==> src/rtl/pses_pkg.sv <==
// Shared types, codes and byte tables for the print spooler.
// Used by the controller, the datapath, the top level and the testbench.
package pses_pkg;

    localparam int IDX_W = 9;

    localparam logic [1:0] MODE_STRING  = 2'd0;
    localparam logic [1:0] MODE_FLUSH   = 2'd1;
    localparam logic [1:0] MODE_RESTART = 2'd2;
    localparam logic [1:0] MODE_TICK    = 2'd3;

    localparam logic [2:0] STY_PLAIN      = 3'd0;
    localparam logic [2:0] STY_EXPANDED   = 3'd1;
    localparam logic [2:0] STY_RESET      = 3'd2;
    localparam logic [2:0] STY_COMPRESSED = 3'd3;
    localparam logic [2:0] STY_EJECT      = 3'd4;
    localparam logic [2:0] STY_RULER      = 3'd5;
    localparam logic [2:0] STY_BLANK      = 3'd6;
    localparam logic [2:0] STY_UNIT       = 3'd7;

    localparam logic [1:0] APP_NONE  = 2'd0;
    localparam logic [1:0] APP_OK    = 2'd1;
    localparam logic [1:0] APP_BUSY  = 2'd2;
    localparam logic [1:0] APP_TRUNC = 2'd3;

    localparam logic PORT_DATA = 1'b0;
    localparam logic PORT_CTRL = 1'b1;

    localparam logic CFG_RULER = 1'b0;
    localparam logic CFG_EJECT = 1'b1;

    localparam logic [7:0] CH_ESC  = 8'h1b;
    localparam logic [7:0] CH_LF   = 8'h0a;
    localparam logic [7:0] CH_CR   = 8'h0d;
    localparam logic [7:0] CH_DASH = 8'h2d;

    localparam logic [7:0] RULER_RESET = 8'd48;
    localparam logic [4:0] EJECT_RESET = 5'd8;

    localparam logic [1:0] COLD_LAST = 2'd3;

    typedef logic [IDX_W-1:0] t_idx;

    typedef enum logic [1:0] {SRC_PRE, SRC_CHR, SRC_SUF} t_src;
    typedef enum logic [1:0] {EM_STATUS, EM_DONE, EM_COLD, EM_DATA} t_emit;

    typedef struct packed {
        logic       lat;
        logic       wr;
        t_src       src;
        logic       idx_clr;
        logic       ptr_clr;
        logic       rd;
        logic       load;
        t_emit      em;
        logic [1:0] status;
        logic [1:0] cold_idx;
        logic       last;
        logic [2:0] style;
    } t_cmd;

    typedef struct packed {
        logic full;
        logic seg_end;
        logic has_data;
        logic out_free;
    } t_stat;

    function automatic logic is_fixed(input logic [2:0] s);
        return (s == STY_RESET) || (s == STY_EJECT) || (s == STY_RULER) ||
               (s == STY_BLANK) || (s == STY_UNIT);
    endfunction

    function automatic logic [7:0] unit_byte(input logic [4:0] k);
        logic [7:0] b;
        case (k)
            5'd0:    b = 8'h63;
            5'd1:    b = 8'h6d;
            5'd2:    b = CH_ESC;
            5'd3:    b = 8'h53;
            5'd4:    b = 8'h02;
            5'd5:    b = 8'h32;
            5'd6:    b = CH_ESC;
            5'd7:    b = 8'h54;
            5'd8:    b = 8'h2e;
            5'd9:    b = 8'h67;
            5'd10:   b = CH_ESC;
            5'd11:   b = 8'h53;
            5'd12:   b = 8'h02;
            5'd13:   b = 8'h2d;
            5'd14:   b = 8'h31;
            5'd15:   b = CH_ESC;
            5'd16:   b = 8'h54;
            default: b = 8'h00;
        endcase
        return b;
    endfunction

    // Byte idx of the sequence written at the start of a styled string.
    function automatic logic [7:0] pre_byte(input logic [2:0] s, input t_idx idx,
                                            input logic [7:0] ruler,
                                            input logic [4:0] feeds);
        logic [7:0] b;
        case (s)
            STY_EXPANDED:   b = (idx == t_idx'(0)) ? CH_ESC :
                                (idx == t_idx'(1)) ? 8'h57 : 8'h01;
            STY_RESET:      b = (idx == t_idx'(0)) ? CH_ESC : 8'h58;
            STY_COMPRESSED: b = 8'h0f;
            STY_EJECT:      b = (idx < t_idx'(feeds)) ? CH_LF : CH_CR;
            STY_RULER:      b = (idx < t_idx'(ruler)) ? CH_DASH :
                                (idx == t_idx'(ruler)) ? CH_CR : CH_LF;
            STY_BLANK:      b = (idx == t_idx'(0)) ? CH_CR : CH_LF;
            STY_UNIT:       b = unit_byte(idx[4:0]);
            default:        b = 8'h00;
        endcase
        return b;
    endfunction

    function automatic logic pre_last(input logic [2:0] s, input t_idx idx,
                                      input logic [7:0] ruler,
                                      input logic [4:0] feeds);
        logic l;
        case (s)
            STY_EXPANDED:   l = (idx == t_idx'(2));
            STY_RESET:      l = (idx == t_idx'(1));
            STY_COMPRESSED: l = (idx == t_idx'(0));
            STY_EJECT:      l = (idx == t_idx'(feeds));
            STY_RULER:      l = (idx == t_idx'(ruler) + t_idx'(1));
            STY_BLANK:      l = (idx == t_idx'(1));
            STY_UNIT:       l = (idx == t_idx'(16));
            default:        l = 1'b1;
        endcase
        return l;
    endfunction

    function automatic logic [7:0] suf_byte(input logic [2:0] s, input t_idx idx);
        logic [7:0] b;
        if (s == STY_EXPANDED) begin
            b = (idx == t_idx'(0)) ? CH_ESC : (idx == t_idx'(1)) ? 8'h57 : 8'h02;
        end else begin
            b = 8'h12;
        end
        return b;
    endfunction

    function automatic logic suf_last(input logic [2:0] s, input t_idx idx);
        return (s == STY_EXPANDED) ? (idx == t_idx'(2)) : 1'b1;
    endfunction

    function automatic logic [7:0] cold_byte(input logic [1:0] k);
        return (k == 2'd2) ? 8'h8f : 8'hff;
    endfunction

endpackage

==> src/rtl/pses_if.sv <==
// Valid/ready channel interfaces for the print spooler: request and result.
// Plain logic payloads; no package dependency.
interface pses_req_if;
    logic       valid;
    logic       ready;
    logic [1:0] mode;
    logic [2:0] style;
    logic [7:0] char_byte;
    logic       has_char;
    logic       first_of_string;
    logic       last_of_string;

    modport source (output valid, mode, style, char_byte, has_char,
                    first_of_string, last_of_string, input ready);
    modport sink   (input valid, mode, style, char_byte, has_char,
                    first_of_string, last_of_string, output ready);
endinterface


==> src/rtl/pses_ctrl.sv <==
// Controller of the print spooler: request sequencing, printer state, job flags.
// Drives the datapath through t_cmd and reads t_stat. Depends on pses_pkg, pses_req_if.
module pses_ctrl import pses_pkg::*; (
    input  logic        i_clk,
    input  logic        i_rst_n,
    pses_req_if.sink    i_req,
    input  t_stat       i_stat,
    output t_cmd        o_cmd
);

    typedef enum logic [2:0] {
        S_IDLE, S_PRE, S_CHR, S_SUF, S_RES, S_COLD, S_RD, S_DATA
    } t_state;

    typedef enum logic [2:0] {
        P_STANDBY   = 3'd0,
        P_COLD      = 3'd1,
        P_READY     = 3'd2,
        P_RUN       = 3'd3,
        P_UNHANDLED = 3'd4
    } t_prn;

    t_state     r_state;
    t_prn       r_prn;
    logic       r_pending;
    logic       r_dropped;
    logic [2:0] r_style;
    logic       r_last;
    logic       r_has;
    logic [1:0] r_status;
    t_emit      r_em;
    logic [1:0] r_cold;

    logic       acc;
    logic       need_char;
    logic       need_suf;
    logic [2:0] n_style;
    logic       n_dropped;

    assign i_req.ready = (r_state == S_IDLE);
    assign acc         = i_req.valid && i_req.ready;
    assign need_char   = !is_fixed(r_style) && r_has;
    assign need_suf    = !is_fixed(r_style) && r_last &&
                         (r_style == STY_EXPANDED || r_style == STY_COMPRESSED);
    assign n_style     = i_req.first_of_string ? i_req.style : r_style;
    assign n_dropped   = i_req.first_of_string ? 1'b0 : r_dropped;

    always_comb begin
        o_cmd          = '0;
        o_cmd.src      = SRC_PRE;
        o_cmd.em       = r_em;
        o_cmd.status   = r_status;
        o_cmd.cold_idx = r_cold;
        o_cmd.style    = r_style;
        case (r_state)
            S_IDLE: begin
                o_cmd.idx_clr = 1'b1;
                if (acc && i_req.mode == MODE_STRING) begin
                    o_cmd.lat = 1'b1;
                end
                if (acc && i_req.mode == MODE_TICK) begin
                    o_cmd.ptr_clr = (r_prn == P_COLD) ||
                                    (r_prn == P_RUN && !i_stat.has_data);
                end
            end
            S_PRE: begin
                o_cmd.src = SRC_PRE;
                o_cmd.wr  = !i_stat.full;
            end
            S_CHR: begin
                o_cmd.src     = SRC_CHR;
                o_cmd.wr      = need_char && !i_stat.full;
                o_cmd.idx_clr = 1'b1;
            end
            S_SUF: begin
                o_cmd.src = SRC_SUF;
                o_cmd.wr  = need_suf && !i_stat.full;
            end
            S_RES: begin
                o_cmd.load = i_stat.out_free;
                o_cmd.last = 1'b1;
            end
            S_COLD: begin
                o_cmd.load = i_stat.out_free;
                o_cmd.em   = EM_COLD;
                o_cmd.last = (r_cold == COLD_LAST);
            end
            S_RD: begin
                o_cmd.rd = 1'b1;
            end
            S_DATA: begin
                o_cmd.load = i_stat.out_free;
                o_cmd.em   = EM_DATA;
                o_cmd.last = 1'b1;
            end
            default: o_cmd.src = SRC_PRE;
        endcase
    end

    always_ff @(posedge i_clk) begin
        if (!i_rst_n) begin
            r_state   <= S_IDLE;
            r_prn     <= P_STANDBY;
            r_pending <= 1'b0;
            r_dropped <= 1'b0;
            r_style   <= STY_PLAIN;
            r_last    <= 1'b0;
            r_has     <= 1'b0;
            r_status  <= APP_NONE;
            r_em      <= EM_STATUS;
            r_cold    <= 2'd0;
        end else begin
            case (r_state)
                S_IDLE: begin
                    if (acc) begin
                        case (i_req.mode)
                            MODE_STRING: begin
                                r_style <= n_style;
                                r_last  <= i_req.last_of_string;
                                r_has   <= i_req.has_char;
                                r_em    <= EM_STATUS;
                                if (n_dropped || r_pending) begin
                                    r_dropped <= !i_req.last_of_string;
                                    r_status  <= APP_BUSY;
                                    r_state   <= S_RES;
                                end else begin
                                    r_dropped <= 1'b0;
                                    r_status  <= APP_OK;
                                    r_state   <= (i_req.first_of_string &&
                                                  n_style != STY_PLAIN) ? S_PRE : S_CHR;
                                end
                            end
                            MODE_FLUSH:   r_pending <= 1'b1;
                            MODE_RESTART: r_prn     <= P_COLD;
                            MODE_TICK: begin
                                case (r_prn)
                                    P_STANDBY, P_UNHANDLED: r_prn <= r_prn;
                                    P_COLD: begin
                                        r_pending <= 1'b0;
                                        r_prn     <= P_READY;
                                        r_cold    <= 2'd0;
                                        r_state   <= S_COLD;
                                    end
                                    P_READY: begin
                                        if (r_pending) begin
                                            r_prn <= P_RUN;
                                        end
                                    end
                                    P_RUN: begin
                                        if (i_stat.has_data) begin
                                            r_state <= S_RD;
                                        end else begin
                                            r_pending <= 1'b0;
                                            r_prn     <= P_READY;
                                            r_em      <= EM_DONE;
                                            r_status  <= APP_NONE;
                                            r_state   <= S_RES;
                                        end
                                    end
                                    default: r_prn <= P_UNHANDLED;
                                endcase
                            end
                            default: r_state <= S_IDLE;
                        endcase
                    end
                end
                S_PRE: begin
                    if (i_stat.full) begin
                        r_pending <= 1'b1;
                        r_dropped <= !r_last;
                        r_status  <= APP_TRUNC;
                        r_state   <= S_RES;
                    end else if (i_stat.seg_end) begin
                        r_state <= S_CHR;
                    end
                end
                S_CHR: begin
                    if (need_char && i_stat.full) begin
                        r_pending <= 1'b1;
                        r_dropped <= !r_last;
                        r_status  <= APP_TRUNC;
                        r_state   <= S_RES;
                    end else begin
                        r_state <= S_SUF;
                    end
                end
                S_SUF: begin
                    if (need_suf && i_stat.full) begin
                        r_pending <= 1'b1;
                        r_dropped <= !r_last;
                        r_status  <= APP_TRUNC;
                        r_state   <= S_RES;
                    end else if (!need_suf || i_stat.seg_end) begin
                        r_state <= S_RES;
                    end
                end
                S_RES: begin
                    if (i_stat.out_free) begin
                        r_state <= S_IDLE;
                    end
                end
                S_COLD: begin
                    if (i_stat.out_free) begin
                        r_cold <= r_cold + 2'd1;
                        if (r_cold == COLD_LAST) begin
                            r_state <= S_IDLE;
                        end
                    end
                end
                S_RD:   r_state <= S_DATA;
                S_DATA: begin
                    if (i_stat.out_free) begin
                        r_state <= S_IDLE;
                    end
                end
                default: r_state <= S_IDLE;
            endcase
        end
    end

endmodule

==> src/flat_wrapper.sv <==
// flat-port wrapper written by rule: the top's interface ports become plain ports
module pses_ctrl_flat import pses_pkg::*;
  (i_clk, i_rst_n, i_stat, o_cmd, i_req_valid, i_req_mode, i_req_style, i_req_char_byte, i_req_has_char, i_req_first_of_string, i_req_last_of_string, i_req_ready);
  pses_req_if i_req_i ();
  input  logic i_clk;
  input  logic i_rst_n;
  input  t_stat i_stat;
  output t_cmd o_cmd;
  input wire logic [$bits(i_req_i.valid)-1:0] i_req_valid;
  input wire logic [$bits(i_req_i.mode)-1:0] i_req_mode;
  input wire logic [$bits(i_req_i.style)-1:0] i_req_style;
  input wire logic [$bits(i_req_i.char_byte)-1:0] i_req_char_byte;
  input wire logic [$bits(i_req_i.has_char)-1:0] i_req_has_char;
  input wire logic [$bits(i_req_i.first_of_string)-1:0] i_req_first_of_string;
  input wire logic [$bits(i_req_i.last_of_string)-1:0] i_req_last_of_string;
  output wire logic [$bits(i_req_i.ready)-1:0] i_req_ready;
  assign i_req_i.valid = i_req_valid;
  assign i_req_i.mode = i_req_mode;
  assign i_req_i.style = i_req_style;
  assign i_req_i.char_byte = i_req_char_byte;
  assign i_req_i.has_char = i_req_has_char;
  assign i_req_i.first_of_string = i_req_first_of_string;
  assign i_req_i.last_of_string = i_req_last_of_string;
  assign i_req_ready = i_req_i.ready;
  pses_ctrl u_core (.i_clk(i_clk), .i_rst_n(i_rst_n), .i_req(i_req_i), .i_stat(i_stat), .o_cmd(o_cmd));
endmodule
==> config.mk <==
export PLATFORM = sky130hd
export DESIGN_NAME = pses_ctrl_flat
export DESIGN_NICKNAME = d
export VERILOG_FILES = /design/src/rtl/pses_pkg.sv /design/src/rtl/pses_if.sv /design/src/rtl/pses_ctrl.sv /design/src/flat_wrapper.sv
export SDC_FILE = /design/constraint.sdc
export NUM_CORES = 1
export LEC_CHECK = 0
export ABC_AREA = 1
export BUFFER_PORTS_ARGS = -buffer_cell sky130_fd_sc_hd__buf_2
export CORE_AREA = 5 5 51 98
export CTS_BUF_LIST = sky130_fd_sc_hd__clkbuf_8 sky130_fd_sc_hd__clkbuf_16
export DETAILED_ROUTE_END_ITERATION = 10
export DIE_AREA = 0 0 56 103
export GPL_ROUTABILITY_DRIVEN = 0
export PLACE_DENSITY_LB_ADDON = 0.25
export SYNTH_ARGS = -nofsm -noshare
export SYNTH_HDL_FRONTEND = slang
export SYNTH_SLANG_ARGS = --single-unit
==> constraint.sdc <==
create_clock -name i_clk -period 3.9 [get_ports i_clk]
set_input_delay 0.78 -clock i_clk [delete_from_list [all_inputs] [get_ports i_clk]]
set_output_delay 0.78 -clock i_clk [all_outputs]
set_load 0.03 [all_outputs]
==> results of run 1 <==
## synth_stat cells (5+ instances only)
master and count:
nand2_1 55, nor2_1 39, inv_1 29, dfxtp_1 18, nand3_1 16, a21oi_1 15, nor2_2 9, o21ai_0 9
nand2_2 7, nor2_4 7, ha_1 5, inv_2 5
## final cells by class
cell class | instances | area (µm²) | share of cell area
flip-flops and latches | 18 | 360 | 0.207
multi-input cells | 183 | 963 | 0.554
repair buffers | 33 | 165 | 0.0950
clock buffers | 4 | 55.1 | 0.0317
inverters | 34 | 128 | 0.0734
well taps | 54 | 67.6 | 0.0388
## power by group
| part | internal (mW) | switching [mW] | leakage [nW] |
|---|---|---|---|
| clock | 0.0900 | 0.0696 | 0.0288 |
| combinational | 0.200 | 0.415 | 0.730 |
| sequential | 0.217 | 0.0451 | 0.147 |
| total | 0.507 | 0.530 | 0.906 |
## worst min-delay path, cell delays in order (launching register included)
cell,delay [ps]
dfxtp_1,300
inv_1,60
a21oi_1,60
## flip-flops by register name, summed over array words and instances (netlist names)
| signal | flops |
|---|---|
| u_core.r_cold | 2 |
| u_core.r_dropped | 1 |
| u_core.r_em | 1 |
| u_core.r_has | 1 |
| u_core.r_last | 1 |
| u_core.r_pending | 1 |
| u_core.r_prn | 3 |
| u_core.r_state | 3 |
| u_core.r_status | 2 |
| u_core.r_style | 3 |
## worst min path at each step
stage / startpoint / endpoint / slack (ps) / depth (start not counted)
floorplan: u_core.r_has / u_core.r_has / 430 / 2
global placement: u_core.r_has / u_core.r_has / 440 / 2
detailed placement: u_core.r_has / u_core.r_has / 450 / 2
CTS: u_core.r_has / u_core.r_has / 460 / 2
global route: u_core.r_has / u_core.r_has / 490 / 2
finish: u_core.r_has / u_core.r_has / 450 / 2
## through the flow
step                      hold slack [ps]  utilization  power (mW)  setup WS [ps]
after floorplan                       430            -       0.761           1500
after global placement                440        0.400       0.880           1380
after detailed placement              446        0.400       0.887           1410
after CTS                             457        0.413        1.05           1400
after global routing                  488        0.413        1.14           1270
final                                 454        0.413        1.04           1400
## cell usage in the layout (no fill, tap or decap), drive strengths merged
cell type | netlist | layout
a21oi | 15 | 15
a31oi | 1 | 1
and3 | 1 | 1
buf | 3 | 33
clkbuf | 0 | 4
dfxtp | 18 | 18
ha | 5 | 5
inv | 34 | 34
nand2 | 65 | 65
nand3 | 19 | 19
nand3b | 2 | 2
nand4 | 4 | 4
nor2 | 55 | 55
nor3 | 4 | 4
o21ai | 11 | 11
or2 | 1 | 1
## per-layer routing
layer / global-route usage / routed length [µm]
met2: 0.260 / 1930
met1: 0.163 / 1660
met4: 0.0804 / 91
met3: 0.0226 / 155
met5: 0 / 0
## cell families (layout without fill, tap and decap cells)
family          count (synthesis)  in the layout  synth area share
compound gates                 27             27            0.0948
fa+ha+maj                       5              5            0.0423
buf+inv                        37             71             0.105
flops                          18             18             0.244
simple gates                  151            151             0.514
==> flow_summary.json, run 1 <==
{
  "status": "complete, no violations",
  "netlist.top_cell.by_area": "dfxtp_1",
  "route.detailed.drc": 0,
  "critPathBufInv": 3,
  "placed_area_mm2": 0.00168,
  "p_per_area_mw_per_mm2": 596,
  "start_kind": "input port",
  "cp-end-kind": "primary output",
  "post_cts_resized": 0,
  "layout-drive-gt1-share": 0.272,
  "period_share": 0.641,
  "netlist_area_mm2": 0.00148,
  "wl_mm": 3.84,
  "cts_setup_buffers": 0,
  "rsz0062_at_grt": "no",
  "drtIter0Drc": 30,
  "r2r-start": "u_core.r_state[2]",
  "dp.cells": 322,
  "cp_data_arrival_time_ps": 1720,
  "finalSetupViolCount": 0,
  "fill_cells": 483,
  "grt_pass1_vias": 1548,
  "cts_buffers": 3,
  "fin_nets": 301,
  "min_period_ps": 2500,
  "ff2ff_setup_slack_ps": 2240,
  "die_h_um": 103,
  "n_antenna_cell": 0,
  "syn_inst": 238,
  "yosysSeqAreaShare": 0.244,
  "synth_top_cell_area_share": 0.244,
  "avgSynthCellArea_um2": 6.21,
  "wl_per_cell_um": 11.8,
  "crit_cells": 5,
  "hold_viol_final": 0,
  "crit_chain": "buf_2 -> ha_1 -> nand4_1 -> inv_1 -> buf_2",
  "antenna_found_initial": 0,
  "io_pins": 42,
  "clkLatencyLatePin_ps": 260,
  "ant_nets": 0,
  "start_util": 0.351,
  "hold_path.class": "reg -> reg",
  "die_area_mm2": 0.00577,
  "r2r-end": "u_core.r_state[1]",
  "htreeDepth": 1,
  "fp-row-count": 34,
  "synthesis.nets": 266,
  "fp.dieW_um": 56,
  "syn_to_final_growth_pct": 17.6,
  "fin_area_mm2": 0.00174,
  "peakVddDrop_v": 0.000401,
  "cts_tree": "yes",
  "stdcell_count": 326,
  "r2r_cells": 7,
  "setup-tns-final_ps": 0,
  "cts_hold_buf": 0,
  "hpwl_mm": 3.15,
  "ys_ff_latch": 18,
  "worstSetupStartpoint": "i_req_mode[0]",
  "crit_path_max_incr_delay_ps": 380,
  "grt_pass1_wl_mm": 6.64,
  "ys_warn_count": 0,
  "required_ps": 3120,
  "asyncSetResetFlopFracSynth": 0,
  "clk_pin_slew_worst_paths_ps": 70,
  "viasPerCell": 4.73,
  "cellLeakagePower_nw": 0.906,
  "gr-total-overflow": 0,
  "cts_buffer_depth": 2,
  "synth.area.top_cells": "dfxtp_1, nand2_1, nor2_1, inv_1, nand3_1",
  "grt_usage": 0.145,
  "clk_root_buffer_cell": "clkbuf_8",
  "fin_skew_ps": 0.729,
  "path_class": "in -> out",
  "endpoint": "o_cmd[12]",
  "synthDistinctLibCells": 26,
  "relSlewSlack": 0.655,
  "maxCapViolCount": 0,
  "vias": 1542,
  "synth_ff_type": "dfxtp_1",
  "crit_path_frequent_cell": "buf_2",
  "critical-path-top-delay-family": "adder cells",
  "coreArea_mm2": 0.00421,
  "grt_max_degree": 13,
  "worst_pin_slew_ps": 517,
  "drt_pass1_iterations": 4,
  "slew_violations": 0,
  "slowest_stage": "ha_1",
  "place.port_buffers": 33,
  "synth-edff-count": 0,
  "cts_sinks": 18,
  "path_max_fanout": 12,
  "maxClockFrequency_mhz": 400
}
Power figures use the tool's default switching activity.
==> run 2, diff against run 1 <==
--- a/config.mk
+++ b/config.mk
@@ -5,12 +5,12 @@
 export SDC_FILE = /design/constraint.sdc
 export NUM_CORES = 1
 export LEC_CHECK = 0
-export ABC_AREA = 1
+export ABC_AREA = 0
 export BUFFER_PORTS_ARGS = -buffer_cell sky130_fd_sc_hd__buf_2
-export CORE_AREA = 5 5 51 98
+export CORE_AREA = 5 5 48 92
 export CTS_BUF_LIST = sky130_fd_sc_hd__clkbuf_8 sky130_fd_sc_hd__clkbuf_16
 export DETAILED_ROUTE_END_ITERATION = 10
-export DIE_AREA = 0 0 56 103
+export DIE_AREA = 0 0 53 97
 export GPL_ROUTABILITY_DRIVEN = 0
 export PLACE_DENSITY_LB_ADDON = 0.25
 export SYNTH_ARGS = -nofsm -noshare
==> constraint.sdc (replaced) <==
create_clock -name i_clk -period 2.2 [get_ports i_clk]
set_input_delay 0.44 -clock i_clk [delete_from_list [all_inputs] [get_ports i_clk]]
set_output_delay 0.44 -clock i_clk [all_outputs]
set_load 0.03 [all_outputs]
==> flow_summary.json, run 2 <==
{
  "cts_sinks": 18,
  "crit_chain": "or3_4 -> clkinv_2 -> and3_1 -> buf_2",
  "netlist_area_mm2": 0.00130,
  "path_max_fanout": 12,
  "yosysMostFrequentCell": "dfxtp_1",
  "syn_inst": 168,
  "synthDistinctLibCells": 48,
  "synth_ff_type": "dfxtp_1",
  "hpwl_mm": 2.83,
  "place.port_buffers": 33,
  "rsz0062_at_grt": "no",
  "synth-edff-count": 0,
  "r2r-start": "u_core.r_state[0]",
  "p_per_area_mw_per_mm2": 1080,
  "gr-total-overflow": 0,
  "stdcell_count": 251,
  "maxCapViolCount": 0,
  "slew_violations": 0,
  "htreeDepth": 1,
  "grt_pass1_wl_mm": 5.83,
  "cellLeakagePower_nw": 0.700,
  "ys_warn_count": 0,
  "fin_skew_ps": 4.16,
  "synth.area.top_cells": "dfxtp_1, a21oi_1, o21ai_0, ha_1, nand2_1",
  "placed_area_mm2": 0.00151,
  "grt_pass1_vias": 1267,
  "path_class": "reg -> out",
  "p_total_mw": 1.70,
  "asyncSetResetFlopFracSynth": 0,
  "peakVddDrop_v": 0.000628,
  "wl_mm": 3.60,
  "slowest_stage": "or3_4",
  "min_from": "i_req_has_char",
  "crit_path_max_incr_delay_ps": 440,
  "cts_tree": "yes",
  "period_share": 0.947,
  "wl_per_cell_um": 14.3,
  "ant_nets": 0,
  "vias": 1339,
  "cts_buffers": 3,
  "maxClockFrequency_mhz": 480,
  "ys_ff_latch": 18,
  "dp.cells": 247,
  "worstHoldPathCells": 3,
  "fp-row-count": 31,
  "clk_pin_slew_worst_paths_ps": 80,
  "viasPerCell": 5.33,
  "relSlewSlack": 0.655,
  "start_util": 0.361,
  "required_ps": 1760,
  "clk_root_buffer_cell": "clkbuf_8",
  "antenna_found_initial": 0,
  "drt_pass1_iterations": 4,
  "min_period_ps": 2080,
  "cts_hold_buf": 0,
  "drtIter0Drc": 22,
  "r2r_cells": 7,
  "worst_pin_slew_ps": 516,
  "cts_buffer_depth": 2,
  "die_h_um": 97,
  "io_pins": 42,
  "final_cell_mix": "buf_2, nand2_1, dfxtp_1",
  "route.detailed.drc": 0,
  "coreArea_mm2": 0.00361,
  "yosysSeqAreaShare": 0.277,
  "ff2ff_setup_slack_ps": 500,
  "hold_path.class": "in -> reg",
  "hold_viol_final": 0,
  "netlist.top_cell.by_area": "dfxtp_1",
  "synthTopCellsByCount": "dfxtp_1, nand2_1, a21oi_1, o21ai_0, nor2_1",
  "finalSetupViolCount": 0,
  "r2r-end": "u_core.r_style[2]",
  "grt_usage": 0.146,
  "start_kind": "register",
  "final_common_cell": "buf_2",
  "grt_max_degree": 19,
  "layout-drive-gt1-share": 0.267,
  "synthesis.nets": 196,
  "setup-tns-final_ps": 0,
  "clkLatencyLatePin_ps": 260,
  "avgSynthCellArea_um2": 7.75,
  "cp_data_arrival_time_ps": 1640,
  "top_regs": "u_core.r_prn: 3 flops, u_core.r_state: 3 flops, u_core.r_style: 3 flops",
  "fill_cells": 406,
  "cp-end-kind": "primary output",
  "status": "complete, no violations",
  "die_area_mm2": 0.00514,
  "fin_area_mm2": 0.00157,
  "syn_to_final_growth_pct": 20.7,
  "n_antenna_cell": 0,
  "fin_nets": 231,
  "worstSetupStartpoint": "u_core.r_state[0]",
  "fp.dieW_um": 53,
  "fin_util": 0.435,
  "synth_top_cell_area_share": 0.277,
  "hold_end": "u_core.r_has"
}
## run 2: report_power, final
part	total (mW)	internal (mW)	switching [mW]
registers	0.481	0.391	0.0901
logic	0.934	0.358	0.576
clock network	0.283	0.159	0.123
## run 2: layer usage
| metal | vias up | global-route usage | wire length [µm] | share of wire |
|---|---|---|---|---|
| li1 | 680 | - | - | - |
| met1 | 606 | 0.163 | 1470 | 0.41 |
| met2 | 43 | 0.259 | 1850 | 0.51 |
| met3 | 10 | 0.0200 | 177 | 0.049 |
| met4 | 0 | 0.0650 | 113 | 0.031 |
| met5 | - | 0 | 0 | 0 |
## run 2: how the worst max path moves through the flow
stage | endpoint | slack [ps]
finish | o_cmd[17] | 120
detailed placement | u_core.r_state[2] | 280
floorplan | o_cmd[16] | 170
CTS | o_cmd[17] | 40
global route | o_cmd[17] | 80
global placement | u_core.r_state[2] | 260
## run 2: timing repair
item                       4_1_cts  5_1_grt
setup buffers                    0        0
setup endpoints to repair        0        1
resized for setup                0        2
## run 2: metrics by stage
step | hold WS [ps] | worst slack, ps
finish | 419 | 116
global route | 456 | 81.3
CTS | 422 | 38.8
detailed placement | 456 | 276
global placement | 452 | 261
floorplan | 446 | 168
## run 2: layout make-up
type / count / area (µm²) / share of cell area
clock buffers: 4 / 55.1 / 0.0351
repair buffers: 39 / 210 / 0.134
multi-input cells: 131 / 842 / 0.536
flip-flops and latches: 18 / 363 / 0.231
inverters: 10 / 38.8 / 0.0247
well taps: 49 / 61.3 / 0.0390
## run 2: logic make-up (layout without fill, tap and decap cells)
kind of cell / Yosys count / count (layout) / share of synthesized area
flops: 18 / 18 / 0.277
mux: 2 / 2 / 0.0154
buf+inv: 19 / 53 / 0.0760
simple gates: 70 / 70 / 0.309
compound gates: 54 / 54 / 0.275
fa+ha+maj: 5 / 5 / 0.0481
## run 2: critical path: cells and delay by family, from the launching register on
kind                   cells  cell delay, ps
AND/OR/NAND/NOR            2             650
flip-flops                 1             400
buffers and inverters      2             320
